===== src/design/rcsa_ram.sv =====
// generic single-port-write, single-port-read ram with registered read data
// no dependencies
module rcsa_ram #(
    parameter int WIDTH = 8,
    parameter int DEPTH = 256
) (
    input  logic                     clk,
    input  logic                     we,
    input  logic [$clog2(DEPTH)-1:0] waddr,
    input  logic [WIDTH-1:0]         wdata,
    input  logic                     re,
    input  logic [$clog2(DEPTH)-1:0] raddr,
    output logic [WIDTH-1:0]         rdata
);

    logic [WIDTH-1:0] mem [DEPTH];
    logic [WIDTH-1:0] rdata_reg;

    always_ff @(posedge clk)
    begin
        if (we)
        begin
            mem[waddr] <= wdata;
        end
        if (re)
        begin
            rdata_reg <= mem[raddr];
        end
    end

    assign rdata = rdata_reg;

endmodule


===== config.mk =====
export PLATFORM = sky130hd
export DESIGN_NAME = rcsa_ram
export DESIGN_NICKNAME = d
export VERILOG_FILES = /design/src/design/rcsa_ram.sv
export SDC_FILE = /design/constraint.sdc
export NUM_CORES = 2
export LEC_CHECK = 0
export ABC_AREA = 1
export BUFFER_PORTS_ARGS = -buffer_cell sky130_fd_sc_hd__buf_2
export CAP_MARGIN = 5
export CELL_PAD_IN_SITES_DETAIL_PLACEMENT = 0
export CELL_PAD_IN_SITES_GLOBAL_PLACEMENT = 2
export CORE_MARGIN = 2
export CORE_UTILIZATION = 40
export CTS_CLUSTER_DIAMETER = 150
export DETAILED_ROUTE_END_ITERATION = 12
export GPL_ROUTABILITY_DRIVEN = 1
export PLACE_DENSITY = 0.82
export SLEW_MARGIN = 10
export SYNTH_ARGS = -nofsm -noshare
export SYNTH_HDL_FRONTEND = slang
export SYNTH_SLANG_ARGS = --single-unit

===== constraint.sdc =====
create_clock -name clk -period 1.45 [get_ports clk]
set_input_delay 0.0725 -clock clk [delete_from_list [all_inputs] [get_ports clk]]
set_output_delay 0.0725 -clock clk [all_outputs]
set_load 0.01 [all_outputs]

==> flow_summary_export.csv <==
group,metric,value,unit
status,outcome,"finished, violations left",
status,violations,"setup timing",
cts,clock_sinks,2056,
logic_synthesis,yosys-top-cells-area,"edfxtp_1 (74%), nand3_1 (12%), nand2_1 (9.5%), buf_2 (1.6%), nor2_1 (1.3%)",
route,drtIter0Drc,6303,
worst_setup_path,endpoint_kind,"register",
hold_path,min_path_type,"input pin to register",
grt,grt_pass1_wl,364000,µm
finish,nets,7563,
worst_setup_path,crit_type,"register to register",
finish,post_route_cells_drive_above_1_share,17.6,%
sta,rsz0062_at_grt,"true",
grt,met3_usage,3.87,%
logic_synthesis,synth_cells,7003,
cts,clk_latency,0.86,ns
sta,final_max_slew_viol_count,0,
floorplan,io_pins,35,
sta,max_freq,0.586,GHz
sta,worst_pin_slew,0.526,ns
logic_synthesis,synth_ff_type,"edfxtp_1",
logic_synthesis,synthTopCellsByCount,"nand2_1 (2123), edfxtp_1 (2056), nand3_1 (2019)",
route,drc,0,
floorplan,dieArea,212000,µm²
route,via_count,56266,
grt,grt_util_met2,37.6,%
cts,numCtsBuffers,209,
route,drt_wl_total,250000,µm
sta,whs,0.0772,ns
cts,postCtsSetupBuffers,0,
logic_synthesis,async_reset_ff_share,0,%
worst_setup_path,cp.required,2.05,ns
finish,fin_util,48.7,%
floorplan,die_w,461,µm
route,avgViaCountPerCell,5.36,
sta,fin_worst_skew,0.0577,ns
worst_setup_path,path_delay_family,"simple AND/OR/NAND/NOR gates",
place,gp_congestion,0.842,
sta,hold_violations,0,
grt,grt_max_degree,77,
finish,syn_to_final_growth,20.9,%
floorplan,rows,167,
cts,ctsRootBufferMaster,"clkbuf_16",
sta,worst_slack,-0.257,ns
logic_synthesis,yosysTopAreaCell,"edfxtp_1",
grt,antenna_found_initial,11,
finish,largest_reg_flops,2048,
flow_run,cap_viol_max_count,0,
grt,gr-usage-met1,32.1,%
cts,htree_levels,4,
cts,path_clk_slew,0.06,ns
grt,grt_pass1_vias,54507,
floorplan,initial_core_util,40.3,%
logic_synthesis,yosysSeqAreaShare,74.0,%
grt,busiest_layer,"met2",
floorplan,die_h,461,µm
logic_synthesis,synth-edff-count,2056,
worst_setup_path,cpMostUsedCell,"nand2_1",
route,routedWlPerCell,23.8,µm
worst_setup_path,cp_slowest_cell,"edfxtp_1",
cts,cts_tree,"built",
pwr,p_leak,0.0362,µW
worst_setup_path,cp.arrival,2.31,ns
sta,relSlewSlack,64.9,%
worst_setup_path,cp.buffers_inverters,1,
worst_setup_path,r2r_slack,-0.26,ns
grt,grt_usage,23.4,%
sta,finalSetupViolCount,16,
logic_synthesis,yosysWarnings,0,
worst_setup_path,startpoint_type,"register",
logic_synthesis,syn-num-nets,7030,
logic_synthesis,synth_cell_type_count,13,
floorplan,core_area,207000,µm²
place,hpwl,157000,µm
logic_synthesis,syn_area_per_cell,11.9,µm²
worst_setup_path,cp_max_fo,1,
grt,overflow,0,
pwr,p_per_area,1260,nW/µm²
logic_synthesis,synth.top_cell.area_share,74.0,%
pwr,ir_drop,1.44,mV
sta,finalCritPeriodShare,118,%
worst_setup_path,worst_path_largest_cell_delay,0.36,ns
place,io_buffers,34,
worst_setup_path,crit_chain,"nand2_1 > nand3_2 > nand3_2 > nand3_1 > nand3_2 > nand3_1 > buf_4 > nand3_4 > nand2_1 > nand2_1 > nand2_1",
route,first_pass_iters,7,
logic_synthesis,syn_area,83500,µm²
logic_synthesis,ys_seq_elements,2056,
cts,clockBufferDepth,3,
logic_synthesis,yosysMostFrequentCell,"nand2_1",
pwr,total_power,127000,µW
route,ant_nets,0,
sta,fin_setup_tns,-3.28,ns
sta,fin_crit,1.71,ns
-- layout make-up --
cell class              count  area [µm²]
flip-flops and latches   2056       61700
diodes                      7        17.5
inverters                  39         180
clock inverters           124        1090
clock buffers             254        5460
fillers                 18268      106000
multi-input cells        4425       20700
repair buffers            805        8280
well taps                2788        3490
-- cell families after synthesis --
kind of cell	after synthesis	synth area share [%]
buffers and inverters	522	3.12
DFF	2056	74.0
and+or+nand+nor	4425	22.9
-- worst min-delay path: stages --
cell and delay [ns]:
buf_2 0.15, buf_4 0.22, nand3_1 0.12, nand3_1 0.09, nand2_1 0.07, nand2_1 0.06, nand2_2 0.05
-- stage by stage --
stage | area [µm²] | worst slack (ns) | cells
2_1_floorplan | 83900 | -0.114 | 7003
3_3_place_gp | 92700 | -1.25 | 10103
3_5_place_dp | 92700 | -1.24 | 10103
4_1_cts | 100000 | -0.292 | 10492
5_1_grt | 101000 | -0.283 | 10493
6_report | 101000 | -0.257 | 10498
-- placed cells by master, fill, tap and decap left out, types with 3 or more instances in the layout --
| master | count |
|---|---|
| buf_12 | 170 |
| clkinv_1 | 58 |
| bufinv_16 | 14 |
| inv_16 | 3 |
| dlygate4sd3_1 | 12 |
| nand3_1 | 1768 |
| inv_6 | 4 |
| nand2_2 | 21 |
| clkbuf_1 | 42 |
| nand3_4 | 27 |
| buf_8 | 11 |
| buf_6 | 10 |
| nand2_1 | 2096 |
| clkinvlp_4 | 7 |
| clkinv_2 | 32 |
| nand2_4 | 5 |
| clkbuf_16 | 212 |
| diode_2 | 7 |
| nor2_1 | 283 |
| clkinv_16 | 4 |
| buf_4 | 586 |
| inv_1 | 34 |
| buf_2 | 16 |
| edfxtp_1 | 2056 |
| nand3_2 | 224 |
-- repair_timing --
item                                    4_1_cts  5_1_grt
endpoints found under the setup margin       16       16
hold endpoints to repair                   2078        0
pin swaps                                     8       56
hold buffers                                 12        0
gates resized for setup                     170      148
-- worst paths after layout --
path	from	endpoint	depth (start not counted)
setup / recovery	mem[159][1]	rdata[1]	11
hold reg to reg	mem[223][6]	rdata[6]	10
setup reg to reg	mem[159][1]	rdata[1]	11
hold / removal	raddr[5]	rdata[3]	7
-- routing by layer --
layer	up-vias	part of all wire [%]	wire (µm)
met5	-	0	0
met4	0	3.3	8240
met3	355	6.9	17300
met2	1986	48	119000
met1	27945	42	106000
li1	25980	-	-
-- power by group --
| group | leakage (µW) | internal [µW] | switching, µW |
|---|---|---|---|
| logic | 0.0146 | 2950 | 6400 |
| clock network | 0.00318 | 29200 | 22800 |
| registers | 0.0185 | 65500 | 80.2 |
Power figures use the tool's default switching activity.
